`src/dft_pkg.sv`:
```
// Shared types and constants for the delimited field tokenizer.
// Used by dft_core, dft_out_buf and delimited_field_tokenizer; depends on nothing.
package dft_pkg;

    localparam int unsigned WIDTH_LIMIT_DEFAULT = 255;
    localparam logic [7:0]  SPACE_CHAR          = 8'd32;
    localparam logic [7:0]  DEFAULT_DELIM       = 8'd44;
    localparam logic [7:0]  BYTE_MAX            = 8'hFF;

    typedef struct packed {
        logic       char_valid;
        logic [7:0] out_char;
        logic [7:0] spaces_before;
        logic       field_end;
        logic       more_follows;
        logic [7:0] field_length;
        logic [7:0] widest_seen;
        logic       empty_field_error;
    } result_t;

endpackage

```
`src/delimited_field_tokenizer.sv`:
```
// Top level of the delimited field tokenizer.
// Depends on dft_pkg, dft_core and dft_out_buf.
//
// Usage:
//   Input channel (in_valid/in_stall) carries one byte of a line per transfer,
//   with line_end set on the last byte. Output channel (out_valid/out_stall)
//   carries at most one result per input byte: a trimmed character with its
//   held interior space count, a field close with length and widest length,
//   or an empty-field error. Bytes that give no result produce no transfer.
//   Configuration channel (cfg_valid/cfg_ready/cfg_data) sets the delimiter;
//   cfg_ready is always high. Write it only while the block is idle.
//   A result is registered in the output register, or in the skid register
//   while the output register is held. Throughput: one byte per cycle while
//   in_stall is low; step logic ahead of the output register is combinational.
//   Stall: results collect in a two-entry buffer; in_stall rises when the
//   second entry is occupied and falls once the output register drains.
//   Reset: state returns to the start of a field, the widest length to zero,
//   the delimiter to comma, and both buffer entries empty.
module delimited_field_tokenizer #(
    parameter int unsigned WIDTH_LIMIT = dft_pkg::WIDTH_LIMIT_DEFAULT
) (
    input  logic       clk,
    input  logic       rst_n,
    input  logic       cfg_valid,
    output logic       cfg_ready,
    input  logic [7:0] cfg_data,
    input  logic       in_valid,
    output logic       in_stall,
    input  logic [7:0] in_byte,
    input  logic       line_end,
    output logic       out_valid,
    input  logic       out_stall,
    output logic       char_valid,
    output logic [7:0] out_char,
    output logic [7:0] spaces_before,
    output logic       field_end,
    output logic       more_follows,
    output logic [7:0] field_length,
    output logic [7:0] widest_seen,
    output logic       empty_field_error
);

    logic             accept;
    logic             produce;
    logic             full;
    dft_pkg::result_t step_result;
    dft_pkg::result_t head;

    assign cfg_ready = 1'b1;
    assign in_stall  = full;
    assign accept    = in_valid && !full;

    dft_core #(
        .WIDTH_LIMIT (WIDTH_LIMIT)
    ) u_core (
        .clk       (clk),
        .rst_n     (rst_n),
        .cfg_write (cfg_valid && cfg_ready),
        .cfg_data  (cfg_data),
        .accept    (accept),
        .in_byte   (in_byte),
        .line_end  (line_end),
        .produce   (produce),
        .result    (step_result)
    );

    dft_out_buf u_out_buf (
        .clk        (clk),
        .rst_n      (rst_n),
        .push       (accept && produce),
        .push_data  (step_result),
        .full       (full),
        .pop_stall  (out_stall),
        .head_valid (out_valid),
        .head_data  (head)
    );

    assign char_valid        = head.char_valid;
    assign out_char          = head.out_char;
    assign spaces_before     = head.spaces_before;
    assign field_end         = head.field_end;
    assign more_follows      = head.more_follows;
    assign field_length      = head.field_length;
    assign widest_seen       = head.widest_seen;
    assign empty_field_error = head.empty_field_error;

endmodule

```
`src/dft_core.sv`:
```
// Field state, delimiter register and combinational step logic of the tokenizer.
// Depends on dft_pkg for result_t and character constants.
module dft_core #(
    parameter int unsigned WIDTH_LIMIT = dft_pkg::WIDTH_LIMIT_DEFAULT
) (
    input  logic            clk,
    input  logic            rst_n,
    input  logic            cfg_write,
    input  logic [7:0]      cfg_data,
    input  logic            accept,
    input  logic [7:0]      in_byte,
    input  logic            line_end,
    output logic            produce,
    output dft_pkg::result_t result
);

    localparam int unsigned LW = $clog2(WIDTH_LIMIT + 1);
    localparam int unsigned SW = ((LW > 8) ? LW : 8) + 2;

    logic [7:0]    delim_reg;
    logic          at_start_reg, at_start_next;
    logic          seen_reg, seen_next;
    logic [7:0]    held_reg, held_next;
    logic [LW-1:0] run_reg, run_next;
    logic [LW-1:0] wid_reg, wid_next;
    logic          skip_reg, skip_next;

    logic          is_delim;
    logic          is_space;
    logic [SW-1:0] sum;
    logic [LW-1:0] run_sat;
    logic [LW-1:0] wid_max;
    logic [LW-1:0] wid_max_char;

    function automatic logic [7:0] cap8(input logic [LW-1:0] v);
        logic [SW-1:0] ve;
        ve = SW'(v);
        return (ve > SW'(255)) ? dft_pkg::BYTE_MAX : ve[7:0];
    endfunction

    assign is_delim     = (in_byte == delim_reg);
    assign is_space     = (in_byte == dft_pkg::SPACE_CHAR);
    assign sum          = SW'(run_reg) + SW'(held_reg) + SW'(1);
    assign run_sat      = (sum > SW'(WIDTH_LIMIT)) ? LW'(WIDTH_LIMIT) : sum[LW-1:0];
    assign wid_max      = (run_reg > wid_reg) ? run_reg : wid_reg;
    assign wid_max_char = (run_sat > wid_reg) ? run_sat : wid_reg;

    always_comb
    begin
        produce       = 1'b0;
        result        = '0;
        at_start_next = at_start_reg;
        seen_next     = seen_reg;
        held_next     = held_reg;
        run_next      = run_reg;
        wid_next      = wid_reg;
        skip_next     = skip_reg;
        priority if (skip_reg)
        begin
            if (line_end)
            begin
                skip_next     = 1'b0;
                at_start_next = 1'b1;
                seen_next     = 1'b0;
                held_next     = '0;
                run_next      = '0;
            end
        end
        else if (is_delim)
        begin
            produce = 1'b1;
            if (at_start_reg)
            begin
                result.empty_field_error = 1'b1;
                result.widest_seen       = cap8(wid_reg);
                if (line_end)
                begin
                    at_start_next = 1'b1;
                    seen_next     = 1'b0;
                    held_next     = '0;
                    run_next      = '0;
                end
                else
                begin
                    skip_next = 1'b1;
                end
            end
            else
            begin
                wid_next            = wid_max;
                result.field_end    = 1'b1;
                result.more_follows = !line_end;
                result.field_length = cap8(run_reg);
                result.widest_seen  = cap8(wid_max);
                at_start_next       = 1'b1;
                seen_next           = 1'b0;
                held_next           = '0;
                run_next            = '0;
            end
        end
        else
        begin
            at_start_next = 1'b0;
            if (is_space)
            begin
                if (seen_reg && (held_reg != dft_pkg::BYTE_MAX))
                begin
                    held_next = held_reg + 8'd1;
                end
                if (line_end)
                begin
                    wid_next            = wid_max;
                    produce             = 1'b1;
                    result.field_end    = 1'b1;
                    result.field_length = cap8(run_reg);
                    result.widest_seen  = cap8(wid_max);
                end
            end
            else
            begin
                produce              = 1'b1;
                result.char_valid    = 1'b1;
                result.out_char      = in_byte;
                result.spaces_before = held_reg;
                run_next             = run_sat;
                held_next            = '0;
                seen_next            = 1'b1;
                if (line_end)
                begin
                    wid_next            = wid_max_char;
                    result.field_end    = 1'b1;
                    result.field_length = cap8(run_sat);
                    result.widest_seen  = cap8(wid_max_char);
                end
                else
                begin
                    result.widest_seen = cap8(wid_reg);
                end
            end
            if (line_end)
            begin
                at_start_next = 1'b1;
                seen_next     = 1'b0;
                held_next     = '0;
                run_next      = '0;
            end
        end
    end

    always_ff @(posedge clk or negedge rst_n)
    begin
        if (!rst_n)
        begin
            delim_reg    <= dft_pkg::DEFAULT_DELIM;
            at_start_reg <= 1'b1;
            seen_reg     <= 1'b0;
            held_reg     <= '0;
            run_reg      <= '0;
            wid_reg      <= '0;
            skip_reg     <= 1'b0;
        end
        else
        begin
            if (cfg_write)
            begin
                delim_reg <= cfg_data;
            end
            if (accept)
            begin
                at_start_reg <= at_start_next;
                seen_reg     <= seen_next;
                held_reg     <= held_next;
                run_reg      <= run_next;
                wid_reg      <= wid_next;
                skip_reg     <= skip_next;
            end
        end
    end

`ifndef SYNTHESIS
    a_err_alone: assert property (@(posedge clk) disable iff (!rst_n)
        (accept && produce && result.empty_field_error)
            |-> (!result.char_valid && !result.field_end))
        else $error("empty-field error combined with other result");
    a_len_only_at_end: assert property (@(posedge clk) disable iff (!rst_n)
        (accept && produce && !result.field_end)
            |-> (result.field_length == 8'd0 && !result.more_follows))
        else $error("field length or more_follows outside a field end");
    a_widest_covers_len: assert property (@(posedge clk) disable iff (!rst_n)
        (accept && produce && result.field_end)
            |-> (result.widest_seen >= result.field_length))
        else $error("widest field below closed field length");
`endif

endmodule

```
`src/dft_out_buf.sv`:
```
// Two-entry result buffer: output register plus skid register.
// Depends on dft_pkg for result_t.
module dft_out_buf (
    input  logic              clk,
    input  logic              rst_n,
    input  logic              push,
    input  dft_pkg::result_t  push_data,
    output logic              full,
    input  logic              pop_stall,
    output logic              head_valid,
    output dft_pkg::result_t  head_data
);

    logic             out_valid_reg, out_valid_next;
    logic             skid_valid_reg, skid_valid_next;
    dft_pkg::result_t out_data_reg, out_data_next;
    dft_pkg::result_t skid_data_reg, skid_data_next;
    logic             pop;

    assign pop        = out_valid_reg && !pop_stall;
    assign full       = skid_valid_reg;
    assign head_valid = out_valid_reg;
    assign head_data  = out_data_reg;

    always_comb
    begin
        out_valid_next  = out_valid_reg;
        out_data_next   = out_data_reg;
        skid_valid_next = skid_valid_reg;
        skid_data_next  = skid_data_reg;
        if (!out_valid_reg || pop)
        begin
            if (skid_valid_reg)
            begin
                out_valid_next  = 1'b1;
                out_data_next   = skid_data_reg;
                skid_valid_next = 1'b0;
            end
            else
            begin
                out_valid_next = push;
                out_data_next  = push_data;
            end
        end
        else if (push)
        begin
            skid_valid_next = 1'b1;
            skid_data_next  = push_data;
        end
    end

    always_ff @(posedge clk or negedge rst_n)
    begin
        if (!rst_n)
        begin
            out_valid_reg  <= 1'b0;
            skid_valid_reg <= 1'b0;
        end
        else
        begin
            out_valid_reg  <= out_valid_next;
            skid_valid_reg <= skid_valid_next;
        end
    end

    always_ff @(posedge clk)
    begin
        out_data_reg  <= out_data_next;
        skid_data_reg <= skid_data_next;
    end

`ifndef SYNTHESIS
    a_skid_behind_head: assert property (@(posedge clk) disable iff (!rst_n)
        skid_valid_reg |-> out_valid_reg)
        else $error("skid entry held with empty output register");
    a_no_push_when_full: assert property (@(posedge clk) disable iff (!rst_n)
        !(push && skid_valid_reg))
        else $error("transfer into full buffer");
    a_push_to_empty: assert property (@(posedge clk) disable iff (!rst_n)
        (push && !out_valid_reg) |=> out_valid_reg)
        else $error("transfer into empty buffer not presented");
`endif

endmodule
```
`config.mk`:
```
export PLATFORM = sky130hd
export DESIGN_NAME = delimited_field_tokenizer
export DESIGN_NICKNAME = d
export VERILOG_FILES = /design/src/dft_pkg.sv /design/src/delimited_field_tokenizer.sv /design/src/dft_core.sv /design/src/dft_out_buf.sv
export SDC_FILE = /design/constraint.sdc
export NUM_CORES = 1
export LEC_CHECK = 0
export ABC_AREA = 1
export BUFFER_PORTS_ARGS = -buffer_cell sky130_fd_sc_hd__buf_2
export CAP_MARGIN = 20
export CORE_MARGIN = 4
export CORE_UTILIZATION = 54
export CTS_BUF_LIST = sky130_fd_sc_hd__clkbuf_16
export DETAILED_ROUTE_END_ITERATION = 8
export GPL_TIMING_DRIVEN = 0
export PLACE_DENSITY = 0.76
export SYNTH_ARGS = -nofsm -noshare
export SYNTH_HDL_FRONTEND = slang
export SYNTH_SLANG_ARGS = --single-unit
```
`constraint.sdc`:
```
create_clock -name clk -period 3.65 [get_ports clk]
set_clock_uncertainty 0.15 [all_clocks]
set_input_delay 0.1825 -clock clk [delete_from_list [all_inputs] [get_ports clk]]
set_output_delay 0.1825 -clock clk [all_outputs]
set_load 0.01 [all_outputs]
```
== Word-level counts from Yosys, hierarchy flattened ==
Index checks and enable logic that the tools add are counted.
Storage, ports and cells
  bits in registers: 109
  output and inout port bits: 39
Cells by class
  $add $sub $neg: 3
  magnitude comparators: 3
  eq/ne operators: 7
  multiplexer cells: 54
  bitwise gates (word level): 2
  reductions and logical operators: 15
Operator list (count)
  $mux 8: 22
  $mux 36: 2
  $mux 16: 3
  $mux 17: 2
  $mux 1: 24
  $gt 8x8->1: 2
  $add 10x1->10 const B: 1
  $gt 10x8->1 const B: 1
  $mux 10: 1
  $add 8x8->9: 1
  $add 8x1->8 const B: 1
  $eq 8x6->1 const B: 1
  $eq 8x8->1: 1
  $ne 8x8->1 const B: 1
  $reduce_and 2->1: 4
  $ne 5x3->1 const B: 1
  $logic_and 1x1->1: 4
  $logic_not 1->1: 4
  $ne 4x2->1 const B: 1
  $ne 3x2->1 const B: 1
  $reduce_and 3->1: 1
  $ne 2x2->1 const B: 1
  $not 1->1: 2
  $reduce_bool 2->1: 1
  $logic_or 1x1->1: 1

== Depth between registers and ports, before layout ==
  word-level depth: 11
  mapped depth: 28
  gate-level depth less buffers: 28

== Modules after synthesis ==
A second synthesis with hierarchy kept.
Second synthesis, totals
  cells, all modules: 794
  area, all modules: 6386.1 µm²
Modules (own cells, without submodules)
  dft_core: instances 1, cells each 591, area an instance 3637.2 µm², seq. area each 880.8 µm²
  dft_out_buf: instances 1, cells each 196, area an instance 2713.9 µm², seq. area each 2212.1 µm²
  delimited_field_tokenizer: instances 1, cells each 7, area an instance 35.0 µm², seq. area each 0.0 µm²

== Worst setup path after synthesis ==
OpenSTA, ideal clock, no wires.
  path type: flip-flop to flip-flop
  from: reg u_core.run_reg[0]
  to: reg u_out_buf.out_data_reg, in the netlist u_out_buf.head_data[1] (data pin)
  library setup time: 0.253 ns
  data arrival time: 3.238 ns
  required time: 3.247 ns
  path slack: 0.009 ns
  cell stages (with the launch flop): 23
  path buffers: 0
  clock period less this slack: 3.641 ns
  path through: dfrtp_1 -> ha_1 -> fa_1 -> ha_1 -> inv_1 -> nor2_2 -> nand3_2 -> nor2_2 -> nand2_2 -> nand2_4 -> nand3_2 -> ha_1 -> nand2_1 -> o21ai_0 -> nand2_1 -> o211ai_1 -> nand3_2 -> a21oi_1 -> nand2_1 -> nand2_1 -> nand2_1 -> nand3_1 -> nand2_1
On the way
  cells in the longest elaborated chain, start to end: 11
  elaborated cells between the ends (all ways): 15
  classes of those cells: add/sub (2); order compare (3); mux (10)
Ends and longest elaborated chain
  from (decl): RTL line dft_core.sv:24  | logic [LW-1:0] run_reg, run_next;
  from (signal assigned): RTL line dft_core.sv:173  | run_reg <= run_next;
  $add 8x8->9: RTL line dft_core.sv:43  | assign sum = SW'(run_reg) + SW'(held_reg) + SW'(1);
  $add 10x1->10: RTL line dft_core.sv:43
  $gt 10x8->1: RTL line dft_core.sv:44  | assign run_sat = (sum > SW'(WIDTH_LIMIT)) ? LW'(WIDTH_LIMIT) : sum[LW-1:0];
  $mux 8: RTL line dft_core.sv:44
  $gt 8x8->1: RTL line dft_core.sv:46  | assign wid_max_char = (run_sat > wid_reg) ? run_sat : wid_reg;
  $mux 8: RTL line dft_core.sv:46
  $mux 8
  $mux 16: RTL line dft_core.sv:104  | if (is_space)
  $mux 16 (*): RTL line dft_core.sv:69  | else if (is_delim)
  $mux 36 (*): RTL line dft_core.sv:58  | priority if (skip_reg)
  $mux 36 (*): RTL line dft_out_buf.sv:33  | if (skid_valid_reg)
  to (signal assigned): RTL line dft_out_buf.sv:68  | out_data_reg <= out_data_next;
  to (decl): RTL line dft_out_buf.sv:16  | dft_pkg::result_t out_data_reg, out_data_next;
Every way passes the cells marked *; elsewhere a longest branch is shown, timed or not.
A chain may end at the register's enable or synchronous reset.

==> impl_results.md <==
* Clock Power Share at roughly a fifth
* Worst Hold Class: input pin to register
* Gr usage total at between 20 and 25%
* Yosys reg bits at approximately 110
* Clock buffer depth at 2
* Worst setup margin at -0.277 ns
* Drt wl/cell at between 15 and 20 um
* Clk sink count at roughly 110
* Sw power at ~1.8 mW
* Nets at a little under 1,000
* Max-slew violations at 0
* Yosys warnings at 0
* Req. time, crit path at 3.70 ns
* CTS tree: yes
* Io pins at 61
* Most numerous cell in the Yosys netlist: nand2_1
* Total gr overflow at 0
* Final TNS setup at -5.27 ns
* Synth area leaders: edfxtp_1 (33%), nand2_1 (14%), dfrtp_1 (13%)
* Diodes inserted at 0
* Worst Setup Path Type: register to register
* Gate power share at 42.8%
* Int Power at about 2.8 mW
* Largest net degree at the start of global routing at 40
* Vias post-DR at a little under 6,000
* Layout cell share with drive strength beyond 1 at approximately 27%
* DR pass1 iterations at 5
* CP Max Fanout at 8
* Pwr Density at 565 nW/um^2
* Failing checks: negative setup slack
* Tot Pwr at between 4 and 5 mW
* Remaining DRCs at 0
* Ys async rst share at roughly 34%
* FF-to-FF End: u_out_buf.skid_data_reg[7]
* Yosys top cell by area: edfxtp_1
* Mapped Nets at around 850
* Routability Congestion at 0.936
* Post-Layout Cell Count at about 1,100
* Placed insts at between 1,000 and 1,500
* Worst r2r src: u_core.run_reg[0]
* Worst r2r path cells at 22
* Port bufs at 57
* Hold Vio Cnt, Final at 0
* Crit end category: register
* Period utilization at 108%
* Slew margin rel. at about two fifths
* Share of the synthesized area in the top cell type at about 33%
* Ys flop type: edfxtp_1
* Reg power frac at between 30 and 40%
* Synthesized area per cell at about 8.2 um^2
* DP Wirelength at roughly 12,000 um
* Sw frac at approximately 39%
* Routed Wire Length at about 17,000 um
* Syn Inst Count at 804
* First-pass GRT wire length at 27,500 um
* Initial antenna violation count at 0
* CTS buffer count at 9
* Htree depth at 3
* Initial Utilization at a little under three fifths
* Post-Synthesis Cell Area at roughly 6600 um^2
* Number of global-route vias before repair at 5,470
* RSZ-0062 raised after global routing: yes
* CORE AREA at 12,000 um^2
* Setup crit start: u_core.run_reg[0]
* Area Overhead vs Synth at 25.3%
* Flop-to-flop setup slack at -0.28 ns
* Register area share after synthesis at a little under half
* Status: complete, but fails checks
* Std-Cell Rows at 40
* Count of antenna-violating nets left after detailed routing at 0
* Top post-synthesis cells by count: nand2_1 (253), inv_1 (95), edfxtp_1 (72)
* Via-to-Cell Ratio at 5.47
* Die height at 118 um
* Static Leak at ~4 nW
* VDD IR max at about 0.23 mV
* Fillers at between 900 and 1,000
* Number of flops mapped to enable cells by yosys at 72
* Post-layout util at 68.9%
* CP Data Arrival Time at approximately 4.0 ns
* Critical path destination: u_out_buf.skid_data_reg[7]
* Worst slew pin tran at about 0.9 ns
* Max Freq at approximately 250 MHz
* Final setup fails at 25
* CTS root buf: clkbuf_16
* Initial DRC count at roughly 530
* Reported max-cap violation count at 0
* Clock-pin slew on the worst setup and hold paths at approximately 0.08 ns
* Die span in x at roughly 120 um
* Netlist cell types at 42
* Clock Latency Late Sink at roughly 0.36 ns
* Die area at roughly 14,000 um^2
* CP Launch Type: register
* Worst slack at placement at -0.565 ns
* Period minus WS final at ~4 ns
==> per-stage QoR <==
stage               hold WS, ns  cell area, um^2
global route             0.0862             8240
CTS                      0.0608             8030
finish                   0.0689             8240
detailed placement        0.198             7060
floorplan                -0.263             6580
global placement          0.194             7050
==> metal layers <==
| metal | part of all wire [%] | routed length (um) | up-vias | track usage [%] |
|---|---|---|---|---|
| li1 | - | - | 2894 | - |
| met3 | 6.6 | 1150 | 40 | 4.78 |
| met1 | 44 | 7640 | 2729 | 33.9 |
| met4 | 2.3 | 407 | 0 | 8.33 |
| met2 | 47 | 8160 | 224 | 39.0 |
| met5 | 0 | 0 | - | 0 |
==> cell usage in the layout (no fill, tap or decap), types with 11 or more instances in the layout <==
| cell | netlist | routed |
|---|---|---|
| nand2_1 | 253 | 235 |
| inv_1 | 95 | 91 |
| edfxtp_1 | 72 | 72 |
| buf_2 | 3 | 60 |
| nand3_1 | 58 | 47 |
| o21ai_0 | 38 | 36 |
| nand2_2 | 19 | 35 |
| buf_4 | 1 | 35 |
| nor2_1 | 36 | 34 |
| dfrtp_1 | 33 | 33 |
| a21oi_1 | 39 | 26 |
| ha_1 | 27 | 17 |
| clkbuf_1 | 16 | 16 |
| o21ai_1 | 14 | 16 |
| nand3_2 | 12 | 13 |
| a21oi_2 | 0 | 13 |
| nand3_4 | 0 | 11 |
==> power groups by stage <==
stage / logic [mW] / registers (mW) / clock network [mW]
2_1_floorplan: 0.974 / 1.73 / 0
4_1_cts: 1.79 / 1.67 / 0.981
3_3_place_gp: 1.40 / 1.68 / 0
5_1_grt: 2.17 / 1.71 / 1.02
6_report: 1.99 / 1.68 / 0.983
3_5_place_dp: 1.43 / 1.69 / 0
==> area by class of cell <==
cell class	count	area, um^2	area share [%]
Inverter	101	389	4.72
Clock inverter	7	75.1	0.911
Clock buffer	9	225	2.73
Timing Repair Buffer	109	732	8.88
Buffer	21	93.8	1.14
Multi-Input combinational cell	574	3450	41.9
Sequential cell	109	3090	37.5
Tap cell	147	184	2.23
==> logic make-up after synthesis <==
| logic type | synth area share (%) |
|---|---|
| fa+ha+maj | 5.44 |
| xor+xnor | 1.46 |
| buf+inv | 7.21 |
| flops | 47.0 |
| simple gates | 27.8 |
| mux | 1.03 |
| other cells | 0.0570 |
| compound gates | 9.98 |
==> worst min path at each step <==
stage	cells after the start	from	slack [ns]	endpoint
after floorplan	0	rst_n	-0.26	u_core.delim_reg[0]
after CTS	3	in_byte[2]	0.06	u_out_buf.skid_data_reg[29]
after global routing	3	in_byte[2]	0.09	u_out_buf.skid_data_reg[29]
final	3	in_byte[2]	0.07	u_out_buf.skid_data_reg[29]
after detailed placement	1	rst_n	0.20	u_core.delim_reg[0]
after global placement	1	rst_n	0.19	u_out_buf.head_valid
==> timing repair <==
| action | CTS | global route |
|---|---|---|
| hold buffers | 9 | 0 |
| gates cloned | 1 | 0 |
| resized for setup | 66 | 31 |
| setup endpoints to repair | 24 | 25 |
| pin swaps | 45 | 28 |
| hold endpoints to repair | 41 | 0 |
| setup buffers | 33 | 10 |
==> worst max-delay path, stage by stage, from the launching register on <==
cell,delay (ns)
dfrtp_1,0.39
ha_2,0.21
fa_2,0.59
ha_4,0.15
inv_2,0.04
nor2_4,0.13
nand3_4,0.10
nor2_4,0.12
nand2_4,0.09
nand2_8,0.15
nand3_4,0.12
ha_4,0.29
nand2_2,0.05
buf_4,0.14
nor3_4,0.11
nand3_2,0.15
buf_4,0.17
nand3_4,0.13
a21oi_2,0.07
nand2_1,0.10
nand2_2,0.06
buf_4,0.13
a21oi_2,0.12
Power figures use the tool's default switching activity.
